==> config.mk <==
export PLATFORM = sky130hd
export DESIGN_NAME = utf8_validating_decoder
export DESIGN_NICKNAME = d
export VERILOG_FILES = /design/src/rtl/u8d_pkg.sv /design/src/rtl/utf8_validating_decoder.sv
export SDC_FILE = /design/constraint.sdc
export NUM_CORES = 1
export LEC_CHECK = 0
export BUFFER_PORTS_ARGS = -buffer_cell sky130_fd_sc_hd__clkbuf_2
export CORE_ASPECT_RATIO = 1.2
export CORE_MARGIN = 8
export CORE_UTILIZATION = 37
export CTS_CLUSTER_DIAMETER = 200
export DETAILED_ROUTE_END_ITERATION = 8
export SYNTH_ARGS = -nofsm -noshare
export SYNTH_HDL_FRONTEND = slang
export SYNTH_SLANG_ARGS = --single-unit
==> constraint.sdc <==
create_clock -name clock -period 5.1 [get_ports clock]
set_input_delay 0.51 -clock clock [delete_from_list [all_inputs] [get_ports clock]]
set_output_delay 0.51 -clock clock [all_outputs]
set_load 0.05 [all_outputs]
==> src/rtl/u8d_pkg.sv <==
// Package with the types and constants of the UTF-8 validating decoder.
`timescale 1ns / 1ps

package u8d_pkg;

   // Result queue geometry.
   localparam int unsigned ResDepth = 4;
   localparam int unsigned ResPtrW  = $clog2(ResDepth);
   localparam int unsigned ResCntW  = $clog2(ResDepth + 1);

   // Codepoint constants.
   localparam logic [20:0] CP_REPL      = 21'h00FFFD;
   localparam logic [20:0] CP_SURR_LO   = 21'h00D800;
   localparam logic [20:0] CP_SURR_HI   = 21'h00DFFF;
   localparam logic [20:0] CP_MIN_2B    = 21'h000080;
   localparam logic [20:0] CP_MIN_3B    = 21'h000800;
   localparam logic [20:0] CP_MIN_4B    = 21'h010000;
   localparam logic [20:0] CP_MAX       = 21'h10FFFF;

   // Byte classification constants.
   localparam logic [7:0]  LEAD_MIN     = 8'hC2;
   localparam logic [7:0]  LEAD_MAX     = 8'hF4;
   localparam logic [7:0]  LEAD_3B      = 8'hE0;
   localparam logic [7:0]  LEAD_4B      = 8'hF0;
   localparam logic [1:0]  CONT_TAG     = 2'b10;

   // One decoded result as it sits in the result queue.
   typedef struct packed {
      logic [20:0] codepoint;
      logic [2:0]  bytes_used;
      logic        is_replacement;
      logic        string_end;
      logic        last_of_run;
   } result_type;

   // A completed sequence is rejected when overlong, a surrogate or out of range.
   function automatic logic cp_is_valid(input logic [20:0] cp, input logic [1:0] need);
      logic ok;
      ok = 1'b1;
      if (cp >= CP_SURR_LO && cp <= CP_SURR_HI) ok = 1'b0;
      if (cp < CP_MIN_2B) ok = 1'b0;
      if (need >= 2'd2 && cp < CP_MIN_3B) ok = 1'b0;
      if (need == 2'd3 && cp < CP_MIN_4B) ok = 1'b0;
      if (cp > CP_MAX) ok = 1'b0;
      return ok;
   endfunction

endpackage

==> src/rtl/utf8_validating_decoder.sv <==
// Streaming UTF-8 validating decoder: one byte in, zero to two codepoints out.
//
// Usage: bytes arrive on the req_ channel (req_valid/req_ready, req_byte_in).
// Each accepted request is decoded in the cycle it is taken; the results it
// causes (none, one or two) are written into a four-entry result queue and
// leave on the rsp_ channel (rsp_valid/rsp_ready) one per cycle while
// rsp_ready is high. A result reaches the rsp_ ports from its queue entry.
// A request can be accepted in every cycle: the rate is one byte per cycle,
// set by the single decode stage, as long as the receiver takes results at
// least as fast as they are produced; a byte that gives two results (a cut
// sequence followed by a byte that stands alone, or a terminator behind a
// pending sequence) uses the single rsp_ port for both of them in turn.
// req_ready is high while the queue holds at most two results, so every
// accepted byte has room for both of its possible results. When the receiver
// stalls, results wait in the queue unchanged and req_ready drops once the
// queue holds more than two results. Synchronous reset empties the queue and
// returns the decoder to idle with no sequence pending.
`timescale 1ns / 1ps

module utf8_validating_decoder
   import u8d_pkg::*;
(
   input  logic        clock,
   input  logic        reset,
   input  logic        req_valid,
   output logic        req_ready,
   input  logic [7:0]  req_byte_in,
   output logic        rsp_valid,
   input  logic        rsp_ready,
   output logic [20:0] rsp_codepoint,
   output logic [2:0]  rsp_bytes_used,
   output logic        rsp_is_replacement,
   output logic        rsp_string_end,
   output logic        rsp_last_of_run
);

   // Decoder state.
   logic              active_ff, active_in;
   logic [1:0]        need_ff, need_in;
   logic [1:0]        have_ff, have_in;
   logic [20:0]       acc_ff, acc_in;

   // Result queue.
   result_type        res_ff [ResDepth];
   logic [ResPtrW-1:0] rd_ptr_ff, rd_ptr_in;
   logic [ResPtrW-1:0] wr_ptr_ff, wr_ptr_in;
   logic [ResCntW-1:0] count_ff, count_in;

   // Decode outputs.
   result_type        res0, res1;
   logic [1:0]        num_res;
   logic              push, pop;
   logic              is_cont;
   logic [20:0]       acc_shift;
   logic [2:0]        have_inc;
   logic [2:0]        used_cut;
   logic [1:0]        lead_need;
   logic [20:0]       lead_bits;
   logic [ResPtrW-1:0] wr_ptr_nxt;

   assign push      = req_valid && req_ready;
   assign pop       = rsp_valid && rsp_ready;
   assign is_cont   = (req_byte_in[7:6] == CONT_TAG);
   assign acc_shift = {acc_ff[14:0], req_byte_in[5:0]};
   assign have_inc  = {1'b0, have_ff} + 3'd1;
   assign used_cut  = {1'b0, have_ff} + 3'd1;

   // Lead byte class and its payload bits.
   always_comb begin
      priority if (req_byte_in < LEAD_3B) begin
         lead_need = 2'd1;
         lead_bits = {16'd0, req_byte_in[4:0]};
      end else if (req_byte_in < LEAD_4B) begin
         lead_need = 2'd2;
         lead_bits = {17'd0, req_byte_in[3:0]};
      end else begin
         lead_need = 2'd3;
         lead_bits = {18'd0, req_byte_in[2:0]};
      end
   end

   // Decode one byte against the pending sequence.
   always_comb begin
      active_in = active_ff;
      need_in   = need_ff;
      have_in   = have_ff;
      acc_in    = acc_ff;
      res0      = '0;
      res1      = '0;
      num_res   = 2'd0;

      priority if (req_byte_in == 8'd0) begin
         // Terminator flushes any pending sequence.
         active_in = 1'b0;
         need_in   = 2'd0;
         have_in   = 2'd0;
         acc_in    = '0;
         if (active_ff) begin
            res0    = '{CP_REPL, used_cut, 1'b1, 1'b0, 1'b0};
            res1    = '{21'd0, 3'd0, 1'b0, 1'b1, 1'b1};
            num_res = 2'd2;
         end else begin
            res0    = '{21'd0, 3'd0, 1'b0, 1'b1, 1'b1};
            num_res = 2'd1;
         end
      end else if (active_ff && is_cont) begin
         // Continuation byte extends the sequence.
         acc_in  = acc_shift;
         have_in = have_inc[1:0];
         if (have_inc >= {1'b0, need_ff}) begin
            active_in = 1'b0;
            need_in   = 2'd0;
            have_in   = 2'd0;
            acc_in    = '0;
            num_res   = 2'd1;
            if (cp_is_valid(acc_shift, need_ff)) begin
               res0 = '{acc_shift, {1'b0, need_ff} + 3'd1, 1'b0, 1'b0, 1'b1};
            end else begin
               res0 = '{CP_REPL, {1'b0, need_ff} + 3'd1, 1'b1, 1'b0, 1'b1};
            end
         end
      end else begin
         // A cut sequence is reported first, then the byte decodes from idle.
         if (active_ff) begin
            res0      = '{CP_REPL, used_cut, 1'b1, 1'b0, 1'b0};
            active_in = 1'b0;
            need_in   = 2'd0;
            have_in   = 2'd0;
            acc_in    = '0;
         end
         priority if (req_byte_in[7] == 1'b0) begin
            res1 = '{{13'd0, req_byte_in}, 3'd1, 1'b0, 1'b0, 1'b1};
         end else if (req_byte_in < LEAD_MIN || req_byte_in > LEAD_MAX) begin
            res1 = '{CP_REPL, 3'd1, 1'b1, 1'b0, 1'b1};
         end else begin
            active_in = 1'b1;
            need_in   = lead_need;
            have_in   = 2'd0;
            acc_in    = lead_bits;
         end
         // Pack the results into the lowest slots.
         if (active_ff) begin
            if (active_in) begin
               res0.last_of_run = 1'b1;
               num_res          = 2'd1;
            end else begin
               num_res = 2'd2;
            end
         end else if (!active_in) begin
            res0    = res1;
            num_res = 2'd1;
         end
      end
   end

   // Queue pointers and fill count.
   assign wr_ptr_nxt = wr_ptr_ff + ResPtrW'(1);
   always_comb begin
      rd_ptr_in = pop ? rd_ptr_ff + ResPtrW'(1) : rd_ptr_ff;
      wr_ptr_in = push ? wr_ptr_ff + ResPtrW'(num_res) : wr_ptr_ff;
      count_in  = count_ff + (push ? ResCntW'(num_res) : ResCntW'(0))
                  - (pop ? ResCntW'(1) : ResCntW'(0));
   end

   assign req_ready = (count_ff <= ResCntW'(ResDepth - 2));
   assign rsp_valid = (count_ff != '0);

   // Control registers.
   always_ff @(posedge clock) begin
      if (reset) begin
         active_ff <= 1'b0;
         need_ff   <= 2'd0;
         have_ff   <= 2'd0;
         rd_ptr_ff <= '0;
         wr_ptr_ff <= '0;
         count_ff  <= '0;
      end else begin
         rd_ptr_ff <= rd_ptr_in;
         wr_ptr_ff <= wr_ptr_in;
         count_ff  <= count_in;
         if (push) begin
            active_ff <= active_in;
            need_ff   <= need_in;
            have_ff   <= have_in;
         end
      end
   end

   // Accumulator and queue entries.
   always_ff @(posedge clock) begin
      if (push) begin
         acc_ff <= acc_in;
         if (num_res != 2'd0) begin
            res_ff[wr_ptr_ff] <= res0;
         end
         if (num_res == 2'd2) begin
            res_ff[wr_ptr_nxt] <= res1;
         end
      end
   end

   // Head of the queue drives the response ports.
   assign rsp_codepoint      = res_ff[rd_ptr_ff].codepoint;
   assign rsp_bytes_used     = res_ff[rd_ptr_ff].bytes_used;
   assign rsp_is_replacement = res_ff[rd_ptr_ff].is_replacement;
   assign rsp_string_end     = res_ff[rd_ptr_ff].string_end;
   assign rsp_last_of_run    = res_ff[rd_ptr_ff].last_of_run;

endmodule

==> metrics.yaml, run 1 <==
setup_path:
  crit_arrival_ns: 3.99
  slowest_stage: "o2111a_1"
  critPathMaxFanout: 19
  path_cells: "inv_1 > fa_1 > or2_2 > o2111a_1 > a211o_1 > nand2_2 > o2111ai_2 > inv_1 > buf_4"
  crit_required_ns: 5.21
  cp.depth: 9
  critical-path-top-delay-family: "compound AO/OA/AOI/OAI gates"
  critPathLaunchType: "register"
  timing.critical_path.mode_cell: "inv_1"
  rr_worst_depth: 9
  worstSetupEndpointType: "register"
  crit_type: "reg2reg"
  slowest_delay_ns: 0.54
  crit_buf_inv: 3
final_layout:
  drive_gt1_frac: 0.223
  nNetsFinal: 632
  syn_to_final_growth_pct: 14.4
  regArea_mm2: 0.00369
  multiInputGateArea_mm2: 0.00291
  n_fill_cell: 1668
  diodes: 0
logic_synthesis:
  ys_seq_area_frac: 0.539
  syn-cell-area_mm2: 0.00685
  synth_top_area_cell: "edfxtp_1"
  ys_ff_latch: 137
  synthArstFlopShare: 0
  postSynthCellCount: 575
  synth_cell_types: 64
  ys.flop_type: "edfxtp_1"
  syn_area_per_cell_um2: 11.9
  synth_edf_count: 95
  syn_nets: 598
  yosysMostFrequentCell: "edfxtp_1"
  yosysWarnings: 0
  yosys-top-cells-area: "edfxtp_1 42%, dfxtp_1 12%, mux4_2 8.9%"
  synthTopCellsByCount: "95 x edfxtp_1, 68 x o21ai_0, 45 x nor2_1"
  synth.top_cell.area_share: 0.417
clock_network:
  numClockSinks: 137
  ctsHoldBuffers: 0
  clk_latency_ns: 0.42
  cts_tree: "done"
  htree_levels: 4
  post_cts_buffers: 0
  post_cts_resized: 0
  clock-root-buffer: "clkbuf_16"
  clock_path_buffers: 2
  clkSlewWorstSetupHoldPaths_ns: 0.06
  cts_buffers: 17
drt:
  routed_wl_mm: 18.5
  num_vias: 5061
  drtPass1Iterations: 5
  drcViolationCount: 0
  drt_iter0_markers: 642
  vias_per_cell: 5.98
  avgRoutedWirePerCell_um: 21.9
  ant_nets: 0
place:
  dp_hpwl_mm: 12.9
  gp_congestion: 0.950
  numPortBuffers: 40
hold_path:
  min_path_type: "in2reg"
  min_delay_path_depth: 2
grt:
  use_met3: 0.0327
  grt_pass1_wl_mm: 29.6
  grt_use_met1: 0.189
  grt_pass1_vias: 5298
  grt_max_degree: 28
  use_met2: 0.293
  grt_busiest_layer: "met2"
  gr-total-overflow: 0
  track_usage: 0.166
  antenna_found_initial: 0
floorplan:
  start_util: 0.377
  io_pins: 41
  die-area_mm2: 0.0231
  core-area_mm2: 0.0182
  row_count: 54
  die_x_um: 140
  die_y_um: 165
run_status:
  outcome: "completed"
sta:
  drv_slew: 0
  clock_skew_ns: 0.0130
  layout_min_cycle_time_ns: 3.88
  hold_slack_ns: 0.456
  fin_crit_sh: 0.760
  setup_tns_ns: 0
  slew_headroom: 0.302
  rsz0062_at_grt: "no"
  timing.fmax_mhz: 258
  hold_viol: 0
  worst_pin_slew_ns: 1.05
  setup_viol: 0
power:
  peakVddDrop_mv: 0.279
  power.density_mw_per_mm2: 467
  p_leak_nw: 2.81
run:
  maxCapViolations: 0
==> power breakdown <==
part	switching [mW]	internal [mW]
combinational	0.660	0.326
sequential	0.143	1.33
clock	0.472	0.725
total	1.28	2.38
==> registers in the layout, summed over array words and instances (netlist names), named ones only <==
register   cells
rd_ptr_ff      2
need_ff        2
have_ff        2
res_ff       108
active_ff      1
wr_ptr_ff      2
count_ff       3
acc_ff        15
==> placed cells by master (no fill, tap or decap), types with 4 or more instances in the layout <==
master	count
nand2_1	41
clkbuf_2	40
and3_1	5
a21bo_2	5
a21oi_2	4
inv_1	22
edfxtp_1	95
ha_1	9
o221ai_1	4
o31a_1	4
mux4_2	27
xnor2_1	5
nor2b_1	4
buf_4	12
nor2_1	45
inv_6	4
o21ai_2	4
nor3_1	21
a32o_1	5
dfxtp_1	41
o211ai_1	6
clkbuf_16	17
nand3_1	6
o21ai_0	68
o22ai_1	4
a22o_1	33
o2bb2ai_1	8
a21oi_1	9
==> area by class of cell <==
class | instances | share of cell area
Clock inverter | 13 | 0.0182
Sequential cell | 137 | 0.472
Tap cell | 224 | 0.0358
Multi-Input combinational cell | 379 | 0.372
Inverter | 22 | 0.0105
Clock buffer | 19 | 0.0553
Timing Repair Buffer | 52 | 0.0370
==> path summary, 6_finish.rpt <==
| kind | endpoint | from | slack [ns] |
|---|---|---|---|
| max | res_ff[3][14]$_DFFE_PP_ | have_ff[0]$_SDFFE_PP0P_ | 1.22 |
| min | wr_ptr_ff[0]$_SDFFE_PP0P_ | reset | 0.46 |
| max reg2reg | res_ff[3][14]$_DFFE_PP_ | have_ff[0]$_SDFFE_PP0P_ | 1.22 |
| min reg2reg | res_ff[0][4]$_SDFFE_PP0P_ | res_ff[0][4]$_SDFFE_PP0P_ | 0.46 |
==> metrics by stage <==
step	area, um^2	setup slack [ns]	util	instances	power (mW)
after floorplan	6850	1.30	-	575	2.22
after global placement	7260	1.02	0.399	814	2.48
after detailed placement	7260	0.853	0.399	814	2.50
after CTS	7840	1.22	0.431	846	3.69
after global routing	7840	0.903	0.431	846	3.81
final	7840	1.22	0.431	846	3.66
==> per-layer routing <==
metal  up-vias  wire, um
li1       2302         -
met1      2505      7590
met2       205      9310
met3        49       950
met4         0       656
met5         -         0
==> logic make-up after synthesis <==
kind of cell    Yosys count  synth area share
xor+xnor                  6           0.00767
flops                   137             0.539
mux                      28            0.0904
compound gates          186             0.201
simple gates            148             0.104
buf+inv                  59            0.0354
fa+ha+maj                11            0.0223
==> worst reg2reg max path, cell delays in order, from the launching register on <==
cell and delay, ns:
dfxtp_1 0.40, inv_1 0.10, fa_1 0.46, or2_2 0.30, o2111a_1 0.54, a211o_1 0.41, nand2_2 0.23, o2111ai_2 0.36
inv_1 0.48, buf_4 0.30
(Power assumes the default switching activity.)
==> run 2: changes to the inputs <==
- clock period: 5.1 -> 3.39 ns (I/O delays scaled with it)
==> run 2 against run 1 <==
Worst hold slack worse by 0.16 ns. Critical path depth is 7 higher. Worst setup slack lost 1.0 ns. First-iteration DRC count fell by 27%. Non-clock buffer count rose by 35. Sequential power rose by 48%. Critical path type unchanged. Largest cell class unchanged.
==> metrics.yaml, run 2 (synthesized netlist as in run 1, its figures left out) <==
clock_network:
  cts_buffers: 17  # unchanged
  clkSlewWorstSetupHoldPaths_ns: 0.06  # about the same
  post_cts_resized: 0  # unchanged
  htree_levels: 4  # unchanged
  numClockSinks: 137  # unchanged
  clock-root-buffer: "clkbuf_16"
  post_cts_buffers: 0  # unchanged
  clk_latency_ns: 0.42  # about the same
  cts_tree: "done"
  clock_path_buffers: 2  # unchanged
  ctsHoldBuffers: 0  # unchanged
sta:
  setup_tns_ns: 0  # unchanged
  fin_crit_sh: 0.941  # +0.181
  layout_min_cycle_time_ns: 3.19  # -0.686 ns
  timing.fmax_mhz: 314  # +22%
  setup_viol: 0  # unchanged
  rsz0062_at_grt: "no"
  worst_pin_slew_ns: 0.768  # -0.278 ns
  hold_viol: 0  # unchanged
  clock_skew_ns: 0.0108  # -0.00214 ns
  layout_setup_ws_ns: 0.200  # -1.02 ns
  drv_slew: 0  # unchanged
  hold_slack_ns: 0.294  # -0.162 ns
  slew_headroom: 0.484  # +0.182
setup_path:
  rr_worst_depth: 16  # +7
  crit_type: "reg2reg"
  worstSetupEndpointType: "register"
  critPathMaxFanout: 4  # -15
  worstReg2RegStart: "have_ff[0]$_SDFFE_PP0P_"
  crit_start: "have_ff[0]$_SDFFE_PP0P_"
  r2r_slack_ns: 0.20  # -1.02 ns
  crit_required_ns: 3.69  # -1.52 ns
  crit_arrival_ns: 3.49  # -0.50 ns
  critPathLaunchType: "register"
power:
  finalPower_mw: 5.53  # +51%
  pwr-share-clk: 0.315  # -0.012
  peakVddDrop_mv: 0.566  # +100%
  p_leak_nw: 2.99  # +6.7%
  seqPwrFrac: 0.392  # -0.011
  power.density_mw_per_mm2: 676  # +45%
  combPwrFrac: 0.293  # +0.023
  p_int_mw: 3.57  # +50%
  p_sw_frac: 0.354  # +0.00504
  power.switching_mw: 1.96  # +53%
floorplan:
  start_util: 0.377  # unchanged
  core-area_mm2: 0.0182  # unchanged
  die_y_um: 165  # unchanged
  die_x_um: 140  # unchanged
  row_count: 54  # unchanged
  die-area_mm2: 0.0231  # unchanged
  io_pins: 41  # unchanged
grt:
  grt_pass1_wl_mm: 30.4  # +2.7%
  grt_max_degree: 28  # unchanged
  grt_pass1_vias: 5357  # +1.1%
  gr-total-overflow: 0  # unchanged
  antenna_found_initial: 0  # unchanged
  track_usage: 0.170  # +0.00365
place:
  gp_congestion: 0.899  # -5.4%
  dp_hpwl_mm: 13.5  # +4.9%
  numPortBuffers: 40  # unchanged
  dp.cells: 849  # +4.3%
  placed_area_mm2: 0.00761  # +4.9%
  place_ws_ns: 0.0173  # -0.835 ns
final_layout:
  fin_area_mm2: 0.00817  # +4.3%
  largest_register_ff_count: 108  # unchanged
  reg.largest.list: "res_ff: 108 flops, acc_ff: 15 flops, count_ff: 3 flops"
  fin_util: 0.450  # +0.0186
  drive_gt1_frac: 0.277  # +0.0535
  syn_to_final_growth_pct: 19.3
  mostFrequentLayoutCells: "95 x edfxtp_1, 68 x o21ai_0, 43 x nor2_1"
  diodes: 0  # unchanged
  fin_cells: 881  # +4.1%
  final_common_cell: "edfxtp_1"
  regMostFlops: "res_ff"
  nNetsFinal: 667  # +5.5%
hold_path:
  min_delay_path_depth: 2  # unchanged
  min_path_type: "in2reg"
  holdCritStartpoint: "reset"
drt:
  drt_iter0_markers: 469  # -27%
  num_vias: 5157  # +1.9%
  ant_nets: 0  # unchanged
  routed_wl_mm: 18.8  # +1.8%
  vias_per_cell: 5.85  # -2.2%
  drcViolationCount: 0  # unchanged
  drtPass1Iterations: 5  # unchanged
  avgRoutedWirePerCell_um: 21.4  # -2.3%
run:
  maxCapViolations: 0  # unchanged
run_status:
  outcome: "completed"
## run 2: cell types whose count changed in the layout (fill, tap and decap cells not counted), moves of 2 or more
cell       previous run  this run
nor2_1               45        43
buf_12                0         5
buf_4                12        42
clkinv_1              2         0
bufinv_16             2         0
clkinv_2              1         3
## run 2: power by group through the flow
| stage | clock (mW) | combinational, mW | sequential (mW) |
|---|---|---|---|
| finish | 1.74 | 1.62 | 2.17 |
| global route | 1.82 | 1.73 | 2.19 |
| CTS | 1.76 | 1.63 | 2.17 |
| detailed placement | 0 | 1.63 | 2.20 |
| global placement | 0 | 1.61 | 2.19 |
| floorplan | 0 | 1.25 | 2.10 |
## run 2: per-layer routing
metal  GRT usage  wire length (um)  vias up
li1            -                 -     2380
met1       0.206              7890     2562
met2       0.292              9510      188
met3      0.0327               970       27
met4      0.0717               470        0
met5           0                 0        -
## run 2: layout make-up
| type | count | area, um^2 |
|---|---|---|
| clock buffers | 21 | 472 |
| clock inverters | 11 | 83.8 |
| fillers | 1636 | 10000 |
| inverters | 22 | 82.6 |
| multi-input cells | 379 | 2940 |
| flip-flops and latches | 137 | 3690 |
| well taps | 224 | 280 |
| repair buffers | 87 | 616 |
## run 2: final timing paths
path,end
worst min-delay path,wr_ptr_ff[0]$_SDFFE_PP0P_
worst max register to register,count_ff[2]$_SDFF_PP0_
worst max-delay path,count_ff[2]$_SDFF_PP0_
worst min register to register,res_ff[0][4]$_SDFFE_PP0P_
## run 2: worst max-delay path, stage by stage, from the launching register on
cell and delay (ns):
dfxtp_1 0.34, inv_1 0.08, fa_1 0.46, or2_2 0.30, o21a_1 0.24, nor2_2 0.16
nor3_2 0.07, inv_1 0.08, nand2_1 0.06, ha_1 0.28, inv_1 0.06, ha_1 0.13
inv_1 0.05, fa_1 0.39, xnor2_1 0.20, xnor2_1 0.14, nor2_1 0.05
